File: src/rtl/dit_pkg.sv
`timescale 1ns / 1ps
`default_nettype none

package dit_pkg;

  // Longest token, sign included, that may still give a value.
  localparam int MAX_TOKEN_CHARS = 11;

  // Character counter width; the counter saturates at its all-ones value.
  localparam int CNT_W = 4;

  // Depths of the token queue (front to back) and of the result queue.
  localparam int TOK_DEPTH = 4;
  localparam int TOK_PTR_W = $clog2(TOK_DEPTH);
  localparam int RES_DEPTH = 2;
  localparam int RES_PTR_W = $clog2(RES_DEPTH);

  // Magnitude limits for the two signs, and the saturation value above them.
  localparam logic [31:0] MAG_POS_MAX = 32'h7FFF_FFFF;
  localparam logic [31:0] MAG_NEG_MAX = 32'h8000_0000;
  localparam logic [31:0] MAG_CLAMP   = 32'h8000_0001;

  // Byte codes of interest.
  localparam logic [7:0] CH_TAB   = 8'd9;
  localparam logic [7:0] CH_CR    = 8'd13;
  localparam logic [7:0] CH_SPACE = 8'd32;
  localparam logic [7:0] CH_PLUS  = 8'd43;
  localparam logic [7:0] CH_MINUS = 8'd45;
  localparam logic [7:0] CH_ZERO  = 8'd48;
  localparam logic [7:0] CH_NINE  = 8'd57;

  // Byte classes produced by the front part.
  typedef enum logic [2:0] {
    CLS_SPACE = 3'd0,
    CLS_DIGIT = 3'd1,
    CLS_PLUS  = 3'd2,
    CLS_MINUS = 3'd3,
    CLS_OTHER = 3'd4
  } cls_t;

  // Result status codes.
  typedef enum logic [1:0] {
    ST_OK    = 2'd0,
    ST_BAD   = 2'd1,
    ST_RANGE = 2'd2,
    ST_END   = 2'd3
  } status_t;

  // One classified byte.
  typedef struct packed {
    cls_t       cls;
    logic [3:0] dval;
    logic       fin;
  } tok_t;

  // One result transaction.
  typedef struct packed {
    logic [31:0] value;
    status_t     status;
    logic        last;
  } res_t;

endpackage

`default_nettype wire

File: src/rtl/dit_front.sv
`timescale 1ns / 1ps
`default_nettype none

module dit_front (
  input  wire logic           clk,
  input  wire logic           rst_n,
  input  wire logic [7:0]     in_char_byte,
  input  wire logic           in_is_final,
  input  wire logic           in_push,
  output logic                in_full,
  output logic                tok_valid,
  output dit_pkg::tok_t       tok,
  input  wire logic           tok_pop
);

  dit_pkg::tok_t                   mem_r [dit_pkg::TOK_DEPTH];
  logic [dit_pkg::TOK_PTR_W-1:0]   wr_ptr_r, wr_ptr_nxt;
  logic [dit_pkg::TOK_PTR_W-1:0]   rd_ptr_r, rd_ptr_nxt;
  logic [dit_pkg::TOK_PTR_W:0]     cnt_r, cnt_nxt;
  dit_pkg::tok_t                   cls_tok;
  logic                            wr_en;
  logic                            rd_en;

  // Classify the incoming byte.
  always_comb begin
    cls_tok.fin  = in_is_final;
    cls_tok.dval = 4'(in_char_byte - dit_pkg::CH_ZERO);
    if ((in_char_byte >= dit_pkg::CH_TAB && in_char_byte <= dit_pkg::CH_CR) ||
        in_char_byte == dit_pkg::CH_SPACE) begin
      cls_tok.cls = dit_pkg::CLS_SPACE;
    end else if (in_char_byte >= dit_pkg::CH_ZERO && in_char_byte <= dit_pkg::CH_NINE) begin
      cls_tok.cls = dit_pkg::CLS_DIGIT;
    end else if (in_char_byte == dit_pkg::CH_PLUS) begin
      cls_tok.cls = dit_pkg::CLS_PLUS;
    end else if (in_char_byte == dit_pkg::CH_MINUS) begin
      cls_tok.cls = dit_pkg::CLS_MINUS;
    end else begin
      cls_tok.cls = dit_pkg::CLS_OTHER;
    end
  end

  // Queue control.
  assign in_full   = (cnt_r == (dit_pkg::TOK_PTR_W+1)'(dit_pkg::TOK_DEPTH));
  assign tok_valid = (cnt_r != '0);
  assign tok       = mem_r[rd_ptr_r];
  assign wr_en     = in_push && !in_full;
  assign rd_en     = tok_pop && tok_valid;

  always_comb begin
    wr_ptr_nxt = wr_en ? wr_ptr_r + 1'b1 : wr_ptr_r;
    rd_ptr_nxt = rd_en ? rd_ptr_r + 1'b1 : rd_ptr_r;
    cnt_nxt    = cnt_r;
    if (wr_en && !rd_en) begin
      cnt_nxt = cnt_r + 1'b1;
    end else if (!wr_en && rd_en) begin
      cnt_nxt = cnt_r - 1'b1;
    end
  end

  always_ff @(posedge clk) begin
    if (!rst_n) begin
      wr_ptr_r <= '0;
      rd_ptr_r <= '0;
      cnt_r    <= '0;
    end else begin
      wr_ptr_r <= wr_ptr_nxt;
      rd_ptr_r <= rd_ptr_nxt;
      cnt_r    <= cnt_nxt;
    end
  end

  // Queue storage.
  always_ff @(posedge clk) begin
    if (wr_en) begin
      mem_r[wr_ptr_r] <= cls_tok;
    end
  end

endmodule

`default_nettype wire

File: src/rtl/dit_back.sv
`timescale 1ns / 1ps
`default_nettype none

module dit_back (
  input  wire logic           clk,
  input  wire logic           rst_n,
  input  wire logic           tok_valid,
  input  wire dit_pkg::tok_t  tok,
  output logic                tok_pop,
  output logic                res_empty,
  output dit_pkg::res_t       res,
  input  wire logic           res_pop
);

  typedef enum logic [3:0] {
    PH_IDLE    = 4'b0001,
    PH_SIGN    = 4'b0010,
    PH_DIGITS  = 4'b0100,
    PH_DISCARD = 4'b1000
  } phase_t;

  phase_t                        phase_r, phase_nxt;
  logic [31:0]                   acc_r, acc_nxt;
  logic                          neg_r, neg_nxt;
  logic [dit_pkg::CNT_W-1:0]     cnt_r, cnt_nxt;

  logic [31:0]                   acc_base;
  logic [dit_pkg::CNT_W-1:0]     cnt_base;
  logic [35:0]                   acc_x10;
  logic [31:0]                   acc_dig;
  logic [dit_pkg::CNT_W-1:0]     cnt_inc;
  logic                          is_digit;

  logic [31:0]                   f_acc;
  logic [dit_pkg::CNT_W-1:0]     f_cnt;
  logic                          f_neg;
  logic [31:0]                   f_lim;
  logic                          f_range;
  logic [31:0]                   f_value;

  logic                          do_finish;
  logic                          do_fail;
  logic                          emit;
  dit_pkg::status_t              emit_status;
  dit_pkg::res_t                 emit_res;

  dit_pkg::res_t                 rq_r [dit_pkg::RES_DEPTH];
  logic [dit_pkg::RES_PTR_W-1:0] rq_wr_r, rq_wr_nxt;
  logic [dit_pkg::RES_PTR_W-1:0] rq_rd_r, rq_rd_nxt;
  logic [dit_pkg::RES_PTR_W:0]   rq_cnt_r, rq_cnt_nxt;
  logic                          rq_full;
  logic                          rq_push;
  logic                          rq_rd_en;

  // A byte is taken whenever the result queue has room for what it may produce.
  assign rq_full = (rq_cnt_r == (dit_pkg::RES_PTR_W+1)'(dit_pkg::RES_DEPTH));
  assign tok_pop = tok_valid && !rq_full;
  assign is_digit = (tok.cls == dit_pkg::CLS_DIGIT);

  // Multiply-by-ten accumulate; a new token starts from zero.
  always_comb begin
    acc_base = (phase_r == PH_IDLE) ? 32'd0 : acc_r;
    cnt_base = (phase_r == PH_IDLE) ? '0 : cnt_r;
    acc_x10  = ({4'd0, acc_base} << 3) + ({4'd0, acc_base} << 1) + {32'd0, tok.dval};
    acc_dig  = (acc_x10 > {4'd0, dit_pkg::MAG_NEG_MAX}) ? dit_pkg::MAG_CLAMP
                                                        : acc_x10[31:0];
    cnt_inc  = (cnt_base == '1) ? cnt_base : cnt_base + 1'b1;
  end

  // Token close: range check and signed value.
  always_comb begin
    f_acc   = is_digit ? acc_dig : acc_r;
    f_cnt   = is_digit ? cnt_inc : cnt_r;
    f_neg   = (phase_r == PH_IDLE) ? 1'b0 : neg_r;
    f_lim   = f_neg ? dit_pkg::MAG_NEG_MAX : dit_pkg::MAG_POS_MAX;
    f_range = (f_cnt > dit_pkg::CNT_W'(dit_pkg::MAX_TOKEN_CHARS)) || (f_acc > f_lim);
    f_value = f_neg ? (32'd0 - f_acc) : f_acc;
  end

  // Token state machine.
  always_comb begin
    phase_nxt   = phase_r;
    acc_nxt     = acc_r;
    neg_nxt     = neg_r;
    cnt_nxt     = cnt_r;
    do_finish   = 1'b0;
    do_fail     = 1'b0;
    emit        = 1'b0;
    emit_status = dit_pkg::ST_BAD;
    emit_res    = '0;

    if (tok_pop) begin
      case (phase_r)
        PH_DISCARD: begin
          if (tok.fin) begin
            phase_nxt = PH_IDLE;
            acc_nxt   = '0;
            neg_nxt   = 1'b0;
            cnt_nxt   = '0;
          end
        end
        PH_IDLE: begin
          case (tok.cls)
            dit_pkg::CLS_SPACE: begin
              if (tok.fin) begin
                emit        = 1'b1;
                emit_status = dit_pkg::ST_END;
              end
            end
            dit_pkg::CLS_PLUS, dit_pkg::CLS_MINUS: begin
              if (tok.fin) begin
                do_fail = 1'b1;
              end else begin
                phase_nxt = PH_SIGN;
                acc_nxt   = '0;
                neg_nxt   = (tok.cls == dit_pkg::CLS_MINUS);
                cnt_nxt   = dit_pkg::CNT_W'(1);
              end
            end
            dit_pkg::CLS_DIGIT: begin
              if (tok.fin) begin
                do_finish = 1'b1;
              end else begin
                phase_nxt = PH_DIGITS;
                acc_nxt   = acc_dig;
                neg_nxt   = 1'b0;
                cnt_nxt   = cnt_inc;
              end
            end
            default: begin
              do_fail = 1'b1;
            end
          endcase
        end
        PH_SIGN, PH_DIGITS: begin
          if (is_digit) begin
            if (tok.fin) begin
              do_finish = 1'b1;
            end else begin
              phase_nxt = PH_DIGITS;
              acc_nxt   = acc_dig;
              cnt_nxt   = cnt_inc;
            end
          end else if (phase_r == PH_DIGITS && tok.cls == dit_pkg::CLS_SPACE) begin
            do_finish = 1'b1;
          end else begin
            do_fail = 1'b1;
          end
        end
        default: begin
          phase_nxt = PH_IDLE;
        end
      endcase

      // A finished token either gives its value or fails as out of range; a malformed one fails as bad.
      if (do_finish && !f_range) begin
        phase_nxt      = PH_IDLE;
        acc_nxt        = '0;
        neg_nxt        = 1'b0;
        cnt_nxt        = '0;
        emit           = 1'b1;
        emit_res.value = f_value;
        emit_res.last  = tok.fin;
        emit_status    = dit_pkg::ST_OK;
      end else if (do_finish || do_fail) begin
        phase_nxt   = tok.fin ? PH_IDLE : PH_DISCARD;
        acc_nxt     = '0;
        neg_nxt     = 1'b0;
        cnt_nxt     = '0;
        emit        = 1'b1;
        emit_status = do_finish ? dit_pkg::ST_RANGE : dit_pkg::ST_BAD;
      end

      if (emit && emit_status != dit_pkg::ST_OK) begin
        emit_res.value = '0;
        emit_res.last  = 1'b1;
      end
    end
    emit_res.status = emit_status;
  end

  always_ff @(posedge clk) begin
    if (!rst_n) begin
      phase_r <= PH_IDLE;
      acc_r   <= '0;
      neg_r   <= 1'b0;
      cnt_r   <= '0;
    end else begin
      phase_r <= phase_nxt;
      acc_r   <= acc_nxt;
      neg_r   <= neg_nxt;
      cnt_r   <= cnt_nxt;
    end
  end

  // Result queue control.
  assign rq_push   = emit;
  assign res_empty = (rq_cnt_r == '0);
  assign res       = rq_r[rq_rd_r];
  assign rq_rd_en  = res_pop && !res_empty;

  always_comb begin
    rq_wr_nxt  = rq_push ? rq_wr_r + 1'b1 : rq_wr_r;
    rq_rd_nxt  = rq_rd_en ? rq_rd_r + 1'b1 : rq_rd_r;
    rq_cnt_nxt = rq_cnt_r;
    if (rq_push && !rq_rd_en) begin
      rq_cnt_nxt = rq_cnt_r + 1'b1;
    end else if (!rq_push && rq_rd_en) begin
      rq_cnt_nxt = rq_cnt_r - 1'b1;
    end
  end

  always_ff @(posedge clk) begin
    if (!rst_n) begin
      rq_wr_r  <= '0;
      rq_rd_r  <= '0;
      rq_cnt_r <= '0;
    end else begin
      rq_wr_r  <= rq_wr_nxt;
      rq_rd_r  <= rq_rd_nxt;
      rq_cnt_r <= rq_cnt_nxt;
    end
  end

  // Result queue storage.
  always_ff @(posedge clk) begin
    if (rq_push) begin
      rq_r[rq_wr_r] <= emit_res;
    end
  end

endmodule

`default_nettype wire

File: src/rtl/decimal_integer_tokenizer.sv
// Decimal integer tokenizer: takes a string one byte per transaction and gives one
// result per token (signed 32-bit value, status, end-of-string flag). A front part
// classifies each byte into a four-entry queue; a back part runs the token state
// machine with a combinational multiply-by-ten accumulate and writes results into a
// two-entry queue. One byte is taken every cycle when the result side keeps up; with
// both queues empty, the byte that ends a token is registered in the token queue and
// its result is then registered in the result queue, on the output ports to be popped.
// The sustained rate is set by the back part's one-byte-per-cycle accumulate loop.
`timescale 1ns / 1ps
`default_nettype none

module decimal_integer_tokenizer (
  input  wire logic               clk,
  input  wire logic               rst_n,
  input  wire logic [7:0]         in_char_byte,
  input  wire logic               in_is_final,
  input  wire logic               push,
  output logic                    full,
  output logic signed [31:0]      out_value,
  output logic [1:0]              out_status,
  output logic                    out_last_of_string,
  output logic                    empty,
  input  wire logic               pop
);

  logic          tok_valid;
  logic          tok_pop;
  dit_pkg::tok_t tok;
  dit_pkg::res_t res;

  // Front part: classify and queue bytes.
  dit_front u_front (
    .clk          (clk),
    .rst_n        (rst_n),
    .in_char_byte (in_char_byte),
    .in_is_final  (in_is_final),
    .in_push      (push),
    .in_full      (full),
    .tok_valid    (tok_valid),
    .tok          (tok),
    .tok_pop      (tok_pop)
  );

  // Back part: token state machine and result queue.
  dit_back u_back (
    .clk       (clk),
    .rst_n     (rst_n),
    .tok_valid (tok_valid),
    .tok       (tok),
    .tok_pop   (tok_pop),
    .res_empty (empty),
    .res       (res),
    .res_pop   (pop)
  );

  assign out_value          = $signed(res.value);
  assign out_status         = res.status;
  assign out_last_of_string = res.last;

  // An error or end-only result carries a zero value.
  a_err_zero: assert property (@(posedge clk) disable iff (!rst_n)
    (!empty && out_status != dit_pkg::ST_OK) |-> (out_value == 32'sd0))
    else $error("non-ok result with nonzero value");

  // An error or end-only result always closes the string.
  a_err_last: assert property (@(posedge clk) disable iff (!rst_n)
    (!empty && out_status != dit_pkg::ST_OK) |-> out_last_of_string)
    else $error("non-ok result without last_of_string");

  // The back part never takes a byte while no byte is queued.
  a_pop_valid: assert property (@(posedge clk) disable iff (!rst_n)
    tok_pop |-> tok_valid)
    else $error("token popped from empty queue");

  // Both queues come out of reset empty.
  a_reset_empty: assert property (@(posedge clk) disable iff (!rst_n)
    !$past(rst_n) |-> (empty && !full && !tok_valid))
    else $error("queues not empty after reset");

endmodule

`default_nettype wire
File: config.mk
export PLATFORM = sky130hd
export DESIGN_NAME = decimal_integer_tokenizer
export DESIGN_NICKNAME = d
export VERILOG_FILES = /design/src/rtl/dit_pkg.sv /design/src/rtl/dit_front.sv /design/src/rtl/dit_back.sv /design/src/rtl/decimal_integer_tokenizer.sv
export SDC_FILE = /design/constraint.sdc
export NUM_CORES = 1
export LEC_CHECK = 0
export ABC_AREA = 1
export BUFFER_PORTS_ARGS = -buffer_cell sky130_fd_sc_hd__buf_2
export CAP_MARGIN = 0
export CORE_UTILIZATION = 39
export DETAILED_ROUTE_END_ITERATION = 8
export GPL_TIMING_DRIVEN = 1
export RECOVER_POWER = 50
export SKIP_CTS_REPAIR_TIMING = 1
export SLEW_MARGIN = 10
export SYNTH_ARGS = -nofsm -noshare
export SYNTH_HDL_FRONTEND = slang
export SYNTH_SLANG_ARGS = --single-unit
File: constraint.sdc
create_clock -name clk -period 10.2 [get_ports clk]
set_input_delay 1.02 -clock clk [delete_from_list [all_inputs] [get_ports clk]]
set_output_delay 1.02 -clock clk [all_outputs]
set_load 0.005 [all_outputs]
==> key figures, run 1 <==
Status
  • Run status: complete, but fails checks
  • Failing checks: DRC, capacitance limit, slew limit

Hold path
  • Hold WC Path Type: flop to flop

STA
  • Min setup slack post-route: 1470 ps
  • Max Freq: 0.114 GHz
  • WHS: 468 ps
  • Max Slew Vio Count: 166
  • RSZ-0062 raised after global routing: no
  • Worst Tran Pin Value: 2180 ps
  • Final Hold Viols: 0
  • Final setup violation count: 0
  • Clock skew: 15.7 ps
  • Final setup TNS: 0 ps
  • Headroom to the max-slew limit: -45.6%
  • Min Tclk post-route: 8730 ps
  • Period Utilization, post-route: 85.6%

Route
  • Routed Antenna Nets: 0
  • Vias per cell: 5.10
  • Vias post-DR: ~11000
  • TritonRoute pass-1 iters: 9
  • Drt drc: 10
  • WL final: between 30 and 40 mm
  • DRT iter0 DRCs: ~900
  • Wire length per cell: 14.7 um

Logic synthesis
  • Number of flops mapped to enable cells by yosys: 102
  • Unique masters post-synth: 58
  • Asr flop ratio synth: 0%
  • Yosys top cell by area: edfxtp_1
  • Ys flop type: edfxtp_1
  • Most frequent cell after synthesis: nand2_1
  • Cell area after synthesis: 12300 sq um
  • Yosys reg bits: about 160
  • Yosys warning count: 0
  • Syn nets: ~1900
  • Cells after synthesis: 1737
  • Seq/Total Area, Yosys: 33.9%
  • Synth area leaders: edfxtp_1, nand2_1, ha_1, dfxtp_1, inv_1
  • Top cell type's share of synthesized area: 24.9%
  • Syn Area/Cell: 7.07 sq um
  • Commonest cells post-synth: nand2_1, inv_1, nor2_1, a21oi_1, ha_1

Finish
  • Final instance area: 13400 sq um
  • Core Util, Final: 43.6%
  • Share of cells above drive strength 1: 8.59%
  • Nets@finish: 1887
  • # diodes: 0
  • Area Growth Syn to Fin: 9.35%

Die
  • Io pins: 50
  • Area of the die: approximately 32000 sq um
  • Die Y-Extent: roughly 180 um
  • Starting Density: 39.9%
  • Core box area: 30800 sq um
  • Die Wd: 180 um
  • Row Count: 64

CTS
  • CTS clock-pin slew for the worst setup and hold paths: 70 ps
  • Clock Sinks: roughly 160
  • Longest Clk Path Bufs: 2
  • TritonCTS clock tree: built
  • CTS H-tree lvls: 4
  • TritonCTS buffer count: 17
  • Root Buffer: clkbuf_16
  • Clock latency on the worst-skew pair: 430 ps

Worst setup path
  • Crit path DAT: 8770 ps
  • Critical setup path kind: flop to flop
  • Endpoint type of the worst setup path: flop
  • Critical path cell sequence: inv_1, nand2_1, a32oi_1, inv_1, nand2_1, nor2_4, clkbuf_1, inv_1, nand2_1, a21boi_0, ha_1, nand4_1, nor3_1, nor4b_1, nand2_1, a32o_1, nand2_1, a31oi_1, nor2_1, inv_1, nor2_4
  • Worst path max stage delay: 1540 ps
  • Most frequent cell on the critical path: nand2_1
  • Worst setup SP type: flop
  • Critical Path RT: 10240 ps
  • Critical path peak fanout: 47
  • Crit-path slowest cell: clkbuf_1

Power
  • Share of power burned in registers: roughly 30%
  • Clk pwr share: 20.2%
  • Maximum VDD drop: approximately 0.14 mV
  • Switching power of the nets: 0.00146 W
  • Leak pwr: 6.47 nW
  • Gate power share: around half
  • Sw frac: 45.7%
  • Internal power: 0.00173 W
  • PwrDens: approximately 240 nW/um^2

GRT
  • Grt total ovfl: 0
  • First-pass GRT wire length: about 52 mm
  • Total Routing Usage GR: 19.8%
  • Largest net degree at the start of global routing: 59
  • Initial antenna violation count: 0
  • Vias in the first global route: slightly above 10000

Placement
  • Final GP Congestion: 0.889
  • Pre-CTS WS: 1720 ps
  • DP Area: roughly 13000 sq um
  • Buffers on Ports: between 40 and 50
  • Post-DP HPWL: 24.5 mm

Run
  • Maxcap violations: 5
-- worst max-delay path, delay by kind of cell, from the launching register on --
| kind | cells | cell delay, ps |
|---|---|---|
| buffers and inverters | 5 | 3670 |
| and+or+nand+nor | 11 | 2710 |
| AOI/OAI and AO/OA | 4 | 1030 |
| DFF | 1 | 670 |
| adders and majority gates | 1 | 210 |
-- per-stage QoR --
stage	cells	total power, W
final	2177	0.00319
after CTS	2177	0.00321
after floorplan	1737	0.00212
after global placement	2145	0.00254
after global routing	2177	0.00345
after detailed placement	2145	0.00256
-- final cells by class --
class,instances,area (sq um)
clock buffer,18,429
clock inverter,14,159
inverter,249,935
fill,3179,17400
tap,396,495
sequential,157,4160
timing repair buffer,58,272
multi-input combinational,1285,6980
-- kinds of logic after synthesis --
group / after synthesis / synth area share (%)
XOR/XNOR: 12 / 0.855
AO/OA/AOI/OAI: 242 / 11.3
AND/OR/NAND/NOR: 890 / 30.3
adder cells (fa/ha/maj): 106 / 11.0
buffers and inverters: 295 / 9.50
multiplexers: 35 / 3.21
flip-flops: 157 / 33.9
-- placed cells by master, fill, tap and decap left out, types with 8 or more instances in the layout --
master,count
nand4_1,23
edfxtp_1,102
nor3_1,21
clkbuf_16,17
ha_1,103
buf_2,31
nand2_1,493
a21oi_1,127
clkbuf_1,23
nor2_1,222
nand2_2,15
nand3_2,11
nand3_1,77
inv_1,242
nor2_2,8
dfxtp_1,55
mux2_2,34
o21ai_0,53
-- routing by layer --
layer  vias up  wire length (um)  track usage [%]  share of wire [%]
li1       5739                 -                -                  -
met1      5106             16100             28.5                 50
met2       219             14100             31.3                 44
met5         -                 0                0                  0
met3        29              1380             2.61                4.3
met4         0               403             5.14                1.3
-- power by group through the flow --
stage                     logic, W  clock network [W]  registers (W)
after CTS                  0.00163           0.000651       0.000932
after global placement     0.00160                  0       0.000940
after detailed placement   0.00161                  0       0.000946
after global routing       0.00182           0.000683       0.000947
final                      0.00161           0.000642       0.000930
after floorplan            0.00119                  0       0.000927
-- state kept, by name, indices dropped and copies added, names as in the netlist, named ones only --
signal            cells
u_back.rq_r          70
u_back.acc_r         32
u_front.mem_r        32
u_back.cnt_r          4
u_back.phase_r        4
u_front.cnt_r         3
u_back.rq_cnt_r       2
u_front.rd_ptr_r      2
u_front.wr_ptr_r      2
u_back.neg_r          1
u_back.rq_rd_r        1
u_back.rq_wr_r        1
-- worst paths after layout --
path	start	endpoint	slack [ps]	depth (start not counted)
worst max register to register	flop	u_back.rq_r[1][22]	1470	21
worst min-delay path	u_back.cnt_r[1]	u_back.cnt_r[1]	470	2
worst min register to register	u_back.cnt_r[1]	u_back.cnt_r[1]	470	2
worst max-delay path	flop	u_back.rq_r[1][22]	1470	21
Note: power is estimated with default switching activity, not from simulation.
==> run 2, diff against run 1 <==
--- a/config.mk
+++ b/config.mk
@@ -5,7 +5,6 @@
 export SDC_FILE = /design/constraint.sdc
 export NUM_CORES = 1
 export LEC_CHECK = 0
-export ABC_AREA = 1
 export BUFFER_PORTS_ARGS = -buffer_cell sky130_fd_sc_hd__buf_2
 export CAP_MARGIN = 0
 export CORE_UTILIZATION = 39
==> run 2 against run 1 <==
  * The flow finishes with violations (capacitance limit, slew limit)
  * Count of clock-buffer cells in the layout down 1
  * Core utilization increased by 0.46 points
  * Fmax decreased by 7.7%
  * Critical endpoint is now u_back.rq_r[1][4]
  * Clock power grew 5.3%
  * Synthesized area fell by 5.0%
  * Global-route usage up 0.15 points
  * Flip-flop and latch count stayed put
  * Non-clock buffer count increased by 5
  * Sequential power fell by 2%
==> key figures, run 2 <==
Logic synthesis
  • Unique masters post-synth: 82
  • Top cell type's share of synthesized area: 26.2%
  • Cells after synthesis: ~1200
  • Yosys warning count: 0
  • Ys flop type: edfxtp_1
  • Syn nets: about 1400
  • Commonest cells post-synth: ha_1, edfxtp_1, nor2_1, nand2_1, a21oi_1
  • Most frequent cell after synthesis: ha_1
  • Synth area leaders: edfxtp_1, ha_1, dfxtp_1, mux2_2, xnor2_1
  • Yosys reg bits: 157
  • Number of flops mapped to enable cells by yosys: 102
  • Seq/Total Area, Yosys: 35.7%
  • Asr flop ratio synth: 0%
  • Syn Area/Cell: between 9 and 10 sq um
  • Yosys top cell by area: edfxtp_1
  • Cell area after synthesis: 11700 sq um

Worst setup path
  • Crit-path slowest cell: nand2_1
  • Worst setup SP type: flop
  • Largest delay share family, worst path: compound AO/OA/AOI/OAI gates
  • Buf+Inv Stages, Crit Path: 2
  • Critical setup path kind: flop to flop
  • Critical Path RT: 10420 ps
  • Worst path max stage delay: 680 ps
  • Critical path peak fanout: 44
  • Crit path DAT: 9680 ps
  • Endpoint type of the worst setup path: flop

Hold path
  • Hold WC Path Type: flop to flop

GRT
  • M1 GR Usage: 29.3%
  • Total Routing Usage GR: between 20% and 30%
  • Initial antenna violation count: 0
  • Met2 Resource Use GR: slightly above 30%
  • Grt total ovfl: 0
  • First-pass GRT wire length: 49.0 mm
  • Largest net degree at the start of global routing: 55
  • Met3 GRT Util: 2.24%
  • Vias in the first global route: 9090
  • Grt peak-use layer: met2

Finish
  • Top Registers: u_back.rq_r (70), u_back.acc_r (32), u_front.mem_r (32)
  • Commonest non-fill, non-tap cells in the layout: ha_1, nor2_1, edfxtp_1
  • Area Growth Syn to Fin: 9.75%
  • # diodes: 0
  • Nets@finish: 1368
  • Share of cells above drive strength 1: about an eighth
  • Largest Register: u_back.rq_r
  • Most common cell after layout, fill and taps aside: ha_1
  • Max reg flops: 70
  • Fillers: 2799

STA
  • Final Hold Viols: 0
  • WHS: 517 ps
  • Min Tclk post-route: 9460 ps
  • Max Slew Vio Count: 128
  • Max Freq: 0.106 GHz
  • Final setup violation count: 0
  • RSZ-0062 raised after global routing: no
  • Worst Tran Pin Value: 2940 ps
  • Final setup TNS: 0 ps
  • Period Utilization, post-route: 92.7%
  • Headroom to the max-slew limit: -96.6%
  • Clock skew: around 10 ps

CTS
  • CTS clock-pin slew for the worst setup and hold paths: 70 ps
  • TritonCTS clock tree: built
  • Root Buffer: clkbuf_16
  • Clock latency on the worst-skew pair: 430 ps
  • Longest Clk Path Bufs: 2
  • TritonCTS buffer count: 17
  • CTS H-tree lvls: 4
  • Clock Sinks: 157

Die
  • Die Y-Extent: 175 um
  • Area of the die: 30600 sq um
  • Io pins: 50
  • Die Wd: 175 um
  • Core box area: between 20000 and 30000 sq um
  • Starting Density: 40.1%
  • Row Count: 62

Power
  • Share of power burned in registers: 37.8%
  • Leak pwr: slightly below 5 nW
  • PnR Total Power: 0.00241 W
  • Clk pwr share: 28.0%
  • Sw frac: 35.6%
  • Maximum VDD drop: around 0.12 mV
  • Gate power share: 34.2%
  • PwrDens: 188 nW/um^2
  • Switching power of the nets: roughly 0.00086 W
  • Internal power: about 0.0016 W

Placement
  • Post-DP HPWL: 22.7 mm
  • Buffers on Ports: slightly below 50
  • Final GP Congestion: just over 0.9

Route
  • Vias per cell: 5.81
  • DRT iter0 DRCs: 871
  • Routed Antenna Nets: 0
  • Wire length per cell: 18.3 um
  • WL final: ~30 mm
  • TritonRoute pass-1 iters: 5
  • Vias post-DR: roughly 9600
  • Drt drc: 0

Status
  • Run status: complete, but fails checks
  • Failing checks: capacitance limit, slew limit

Run
  • Maxcap violations: 3
run 2: changes by cell type in the layout (fill, tap and decap cells not counted), moves of 50 or more:
cell / change
nand2_1: -406
inv_1: -211
nor2_1: -120
nand3_1: -62
a21oi_1: -61
and2_1: +50
run 2: worst paths after layout:
check	startpoint	end	slack, ps	depth (start not counted)
min	u_front.cnt_r[2]	u_front.cnt_r[2]	520	2
max	u_back.phase_r[2]	u_back.rq_r[1][4]	740	32
min reg2reg	u_front.cnt_r[2]	u_front.cnt_r[2]	520	2
max reg2reg	u_back.phase_r[2]	u_back.rq_r[1][4]	740	32
run 2: cell type report:
| cell class | count | area [sq um] | area share [%] |
|---|---|---|---|
| flip-flops and latches | 157 | 4160 | 32.5 |
| multi-input cells | 979 | 7110 | 55.5 |
| clock buffers | 17 | 425 | 3.32 |
| clock inverters | 15 | 204 | 1.59 |
| repair buffers | 63 | 315 | 2.46 |
| well taps | 384 | 480 | 3.75 |
| inverters | 31 | 116 | 0.908 |
run 2: cells by family after synthesis:
kind of cell	after synthesis	share of synthesized area [%]
adder cells (fa/ha/maj)	106	11.6
buffers and inverters	98	3.48
AO/OA/AOI/OAI	334	20.0
multiplexers	54	5.92
XOR/XNOR	57	4.28
flip-flops	157	35.7
AND/OR/NAND/NOR	428	19.1
run 2: power by group through the flow:
stage	Clock, W	Sequential [W]	Combinational, W
3_3_place_gp	0	0.000913	0.000832
3_5_place_dp	0	0.000921	0.000834
2_1_floorplan	0	0.000891	0.000588
6_report	0.000676	0.000912	0.000824
4_1_cts	0.000686	0.000909	0.000839
5_1_grt	0.000713	0.000928	0.000909
run 2: layer usage:
layer / share of wire [%] / wire (um)
met1: 49 / 14800
met2: 44 / 13300
met3: 4.8 / 1450
met4: 1.8 / 533
met5: 0 / 0
run 2: worst register-to-register path, delay by kind of cell (launching register included):
kind                       cells  cell delay (ps)
AOI/OAI and AO/OA             15             3980
and+or+nand+nor               12             3360
buffers and inverters          2              150
adders and majority gates      3             1350
DFF                            1              380
run 2: through the flow:
stage	cells	utilization (%)	instance area, sq um	setup WS (ps)
after floorplan	1234	-	11700	2350
after global placement	1614	42.0	12200	911
after detailed placement	1614	42.0	12200	705
after CTS	1646	44.2	12900	662
after global routing	1646	44.0	12800	51.8
final	1646	44.0	12800	741
==> run 3, diff against run 2 <==
--- a/config.mk
+++ b/config.mk
@@ -7,10 +7,12 @@
 export LEC_CHECK = 0
 export BUFFER_PORTS_ARGS = -buffer_cell sky130_fd_sc_hd__buf_2
 export CAP_MARGIN = 0
-export CORE_UTILIZATION = 39
+export CORE_UTILIZATION = 55
 export DETAILED_ROUTE_END_ITERATION = 8
 export GPL_TIMING_DRIVEN = 1
+export PLACE_DENSITY = 0.72
 export RECOVER_POWER = 50
+export SETUP_SLACK_MARGIN = 0.1
 export SKIP_CTS_REPAIR_TIMING = 1
 export SLEW_MARGIN = 10
 export SYNTH_ARGS = -nofsm -noshare
==> constraint.sdc (replaced) <==
create_clock -name clk -period 11.32 [get_ports clk]
set_input_delay 1.132 -clock clk [delete_from_list [all_inputs] [get_ports clk]]
set_output_delay 1.132 -clock clk [all_outputs]
set_load 0.005 [all_outputs]
==> run 3 against run 2 <==
  * The run still ends with capacitance limit, slew limit left
  * Global-route usage is 7.6 points higher
  * Setup slack better by 1100 ps
  * Combinational power is 11% lower
==> key figures, run 3 (synthesis results as in run 2) <==
Route
  • TritonRoute pass-1 iters: 6
  • Routed Antenna Nets: 0
  • Vias per cell: 6.37
  • Wire length per cell: 19.3 um
  • Drt drc: 0
  • Vias post-DR: between 9000 and 10000
  • DRT iter0 DRCs: 1059
  • WL final: 29.5 mm

Worst setup path
  • Crit path DAT: 9730 ps
  • Crit-path slowest cell: o311ai_0
  • Buf+Inv Stages, Crit Path: 2
  • Worst setup SP type: flop
  • Critical setup path kind: flop to flop
  • Critical Path RT: 11540 ps
  • Largest delay share family, worst path: compound AO/OA/AOI/OAI gates
  • Worst path max stage delay: approximately 810 ps
  • Stages on worst setup path: 32
  • Critical path peak fanout: 44
  • Register-to-Register Path Depth: 32
  • Endpoint type of the worst setup path: flop

Placement
  • Final GP Congestion: 0.928
  • Post-DP HPWL: 21.8 mm
  • Buffers on Ports: 49

Die
  • Core box area: approximately 20000 sq um
  • Die Y-Extent: 148 um
  • Io pins: 50
  • Starting Density: between 50% and 60%
  • Die Wd: 148 um
  • Row Count: 52
  • Area of the die: between 20000 and 25000 sq um

Finish
  • Area Growth Syn to Fin: 8.17%
  • Largest Register: u_back.rq_r
  • Most common cell after layout, fill and taps aside: ha_1
  • Max reg flops: 70
  • Share of cells above drive strength 1: 12.3%
  • # diodes: 0
  • Commonest non-fill, non-tap cells in the layout: ha_1, nor2_1, edfxtp_1
  • Nets@finish: 1367
  • Top Registers: u_back.rq_r (70), u_back.acc_r (32), u_front.mem_r (32)
  • Core Util, Final: 61.6%

Power
  • PnR Total Power: 0.00214 W
  • Maximum VDD drop: 0.133 mV
  • PwrDens: 170 nW/um^2
  • Leak pwr: about 4.8 nW

CTS
  • Root Buffer: clkbuf_16
  • Clock Sinks: approximately 160
  • CTS H-tree lvls: 4
  • CTS clock-pin slew for the worst setup and hold paths: about 70 ps
  • TritonCTS buffer count: 17
  • Clock latency on the worst-skew pair: approximately 440 ps
  • Longest Clk Path Bufs: 2
  • TritonCTS clock tree: built

STA
  • RSZ-0062 raised after global routing: no
  • Worst Tran Pin Value: 2880 ps
  • Max Slew Vio Count: roughly 130
  • Headroom to the max-slew limit: -92.9%
  • Clock skew: 13.3 ps
  • Final setup TNS: 0 ps
  • Final setup violation count: 0
  • Max Freq: about 0.11 GHz
  • Final Hold Viols: 0
  • Min Tclk post-route: 9510 ps
  • Period Utilization, post-route: 84.0%

GRT
  • Largest net degree at the start of global routing: 55
  • Initial antenna violation count: 0
  • First-pass GRT wire length: 47.7 mm
  • Vias in the first global route: 9127
  • Grt total ovfl: 0
  • Total Routing Usage GR: 27.6%

Run
  • Maxcap violations: 3

Status
  • Failing checks: capacitance limit, slew limit
  • Run status: complete, but fails checks

Hold path
  • Hold Path Depth: 2
  • Hold WC Path Type: flop to flop
run 3: worst register-to-register path: cells and delay by family (launching register included):
kind,cells,cell delay [ps]
simple gates,12,3400
flops,1,380
fa+ha+maj,3,1360
compound gates,15,4000
buf+inv,2,150
run 3: through the flow:
| step | std cells | hold WS, ps | cell area, sq um | worst slack (ps) |
|---|---|---|---|---|
| floorplan | 1234 | 460 | 11700 | 3470 |
| global placement | 1499 | 502 | 12100 | 2310 |
| detailed placement | 1499 | 508 | 12100 | 1980 |
| CTS | 1531 | 519 | 12700 | 1910 |
| global route | 1531 | 561 | 12600 | 1080 |
| finish | 1531 | 512 | 12600 | 1810 |
run 3: power by group:
group | internal [W] | switching, W
sequential | 0.000767 | 0.0000549
combinational | 0.000276 | 0.000461
clock | 0.000315 | 0.000269
run 3: final cells by class:
cell class	instances	area (sq um)
clock inverter	15	168
inverter	31	116
tap	270	338
sequential	157	4160
multi-input combinational	979	7110
fill	1745	7870
timing repair buffer	62	309
clock buffer	17	425
run 3: per-layer routing:
layer	routed length (um)	part of all wire (%)	vias to the layer above	track usage, %
met2	13200	45	418	42.2
met3	1980	6.7	44	3.83
met4	575	1.9	0	8.30
met1	13800	47	4631	40.4
met5	0	0	-	0
li1	-	-	4656	-
run 3: final timing paths:
| check | slack (ps) | endpoint | startpoint |
|---|---|---|---|
| worst min-delay path | 510 | u_front.cnt_r[2] | u_front.cnt_r[2] |
| worst max-delay path | 1810 | u_back.rq_r[1][4] | u_back.phase_r[2] |
| worst max register to register | 1810 | u_back.rq_r[1][4] | u_back.phase_r[2] |
| worst min register to register | 510 | u_front.cnt_r[2] | u_front.cnt_r[2] |
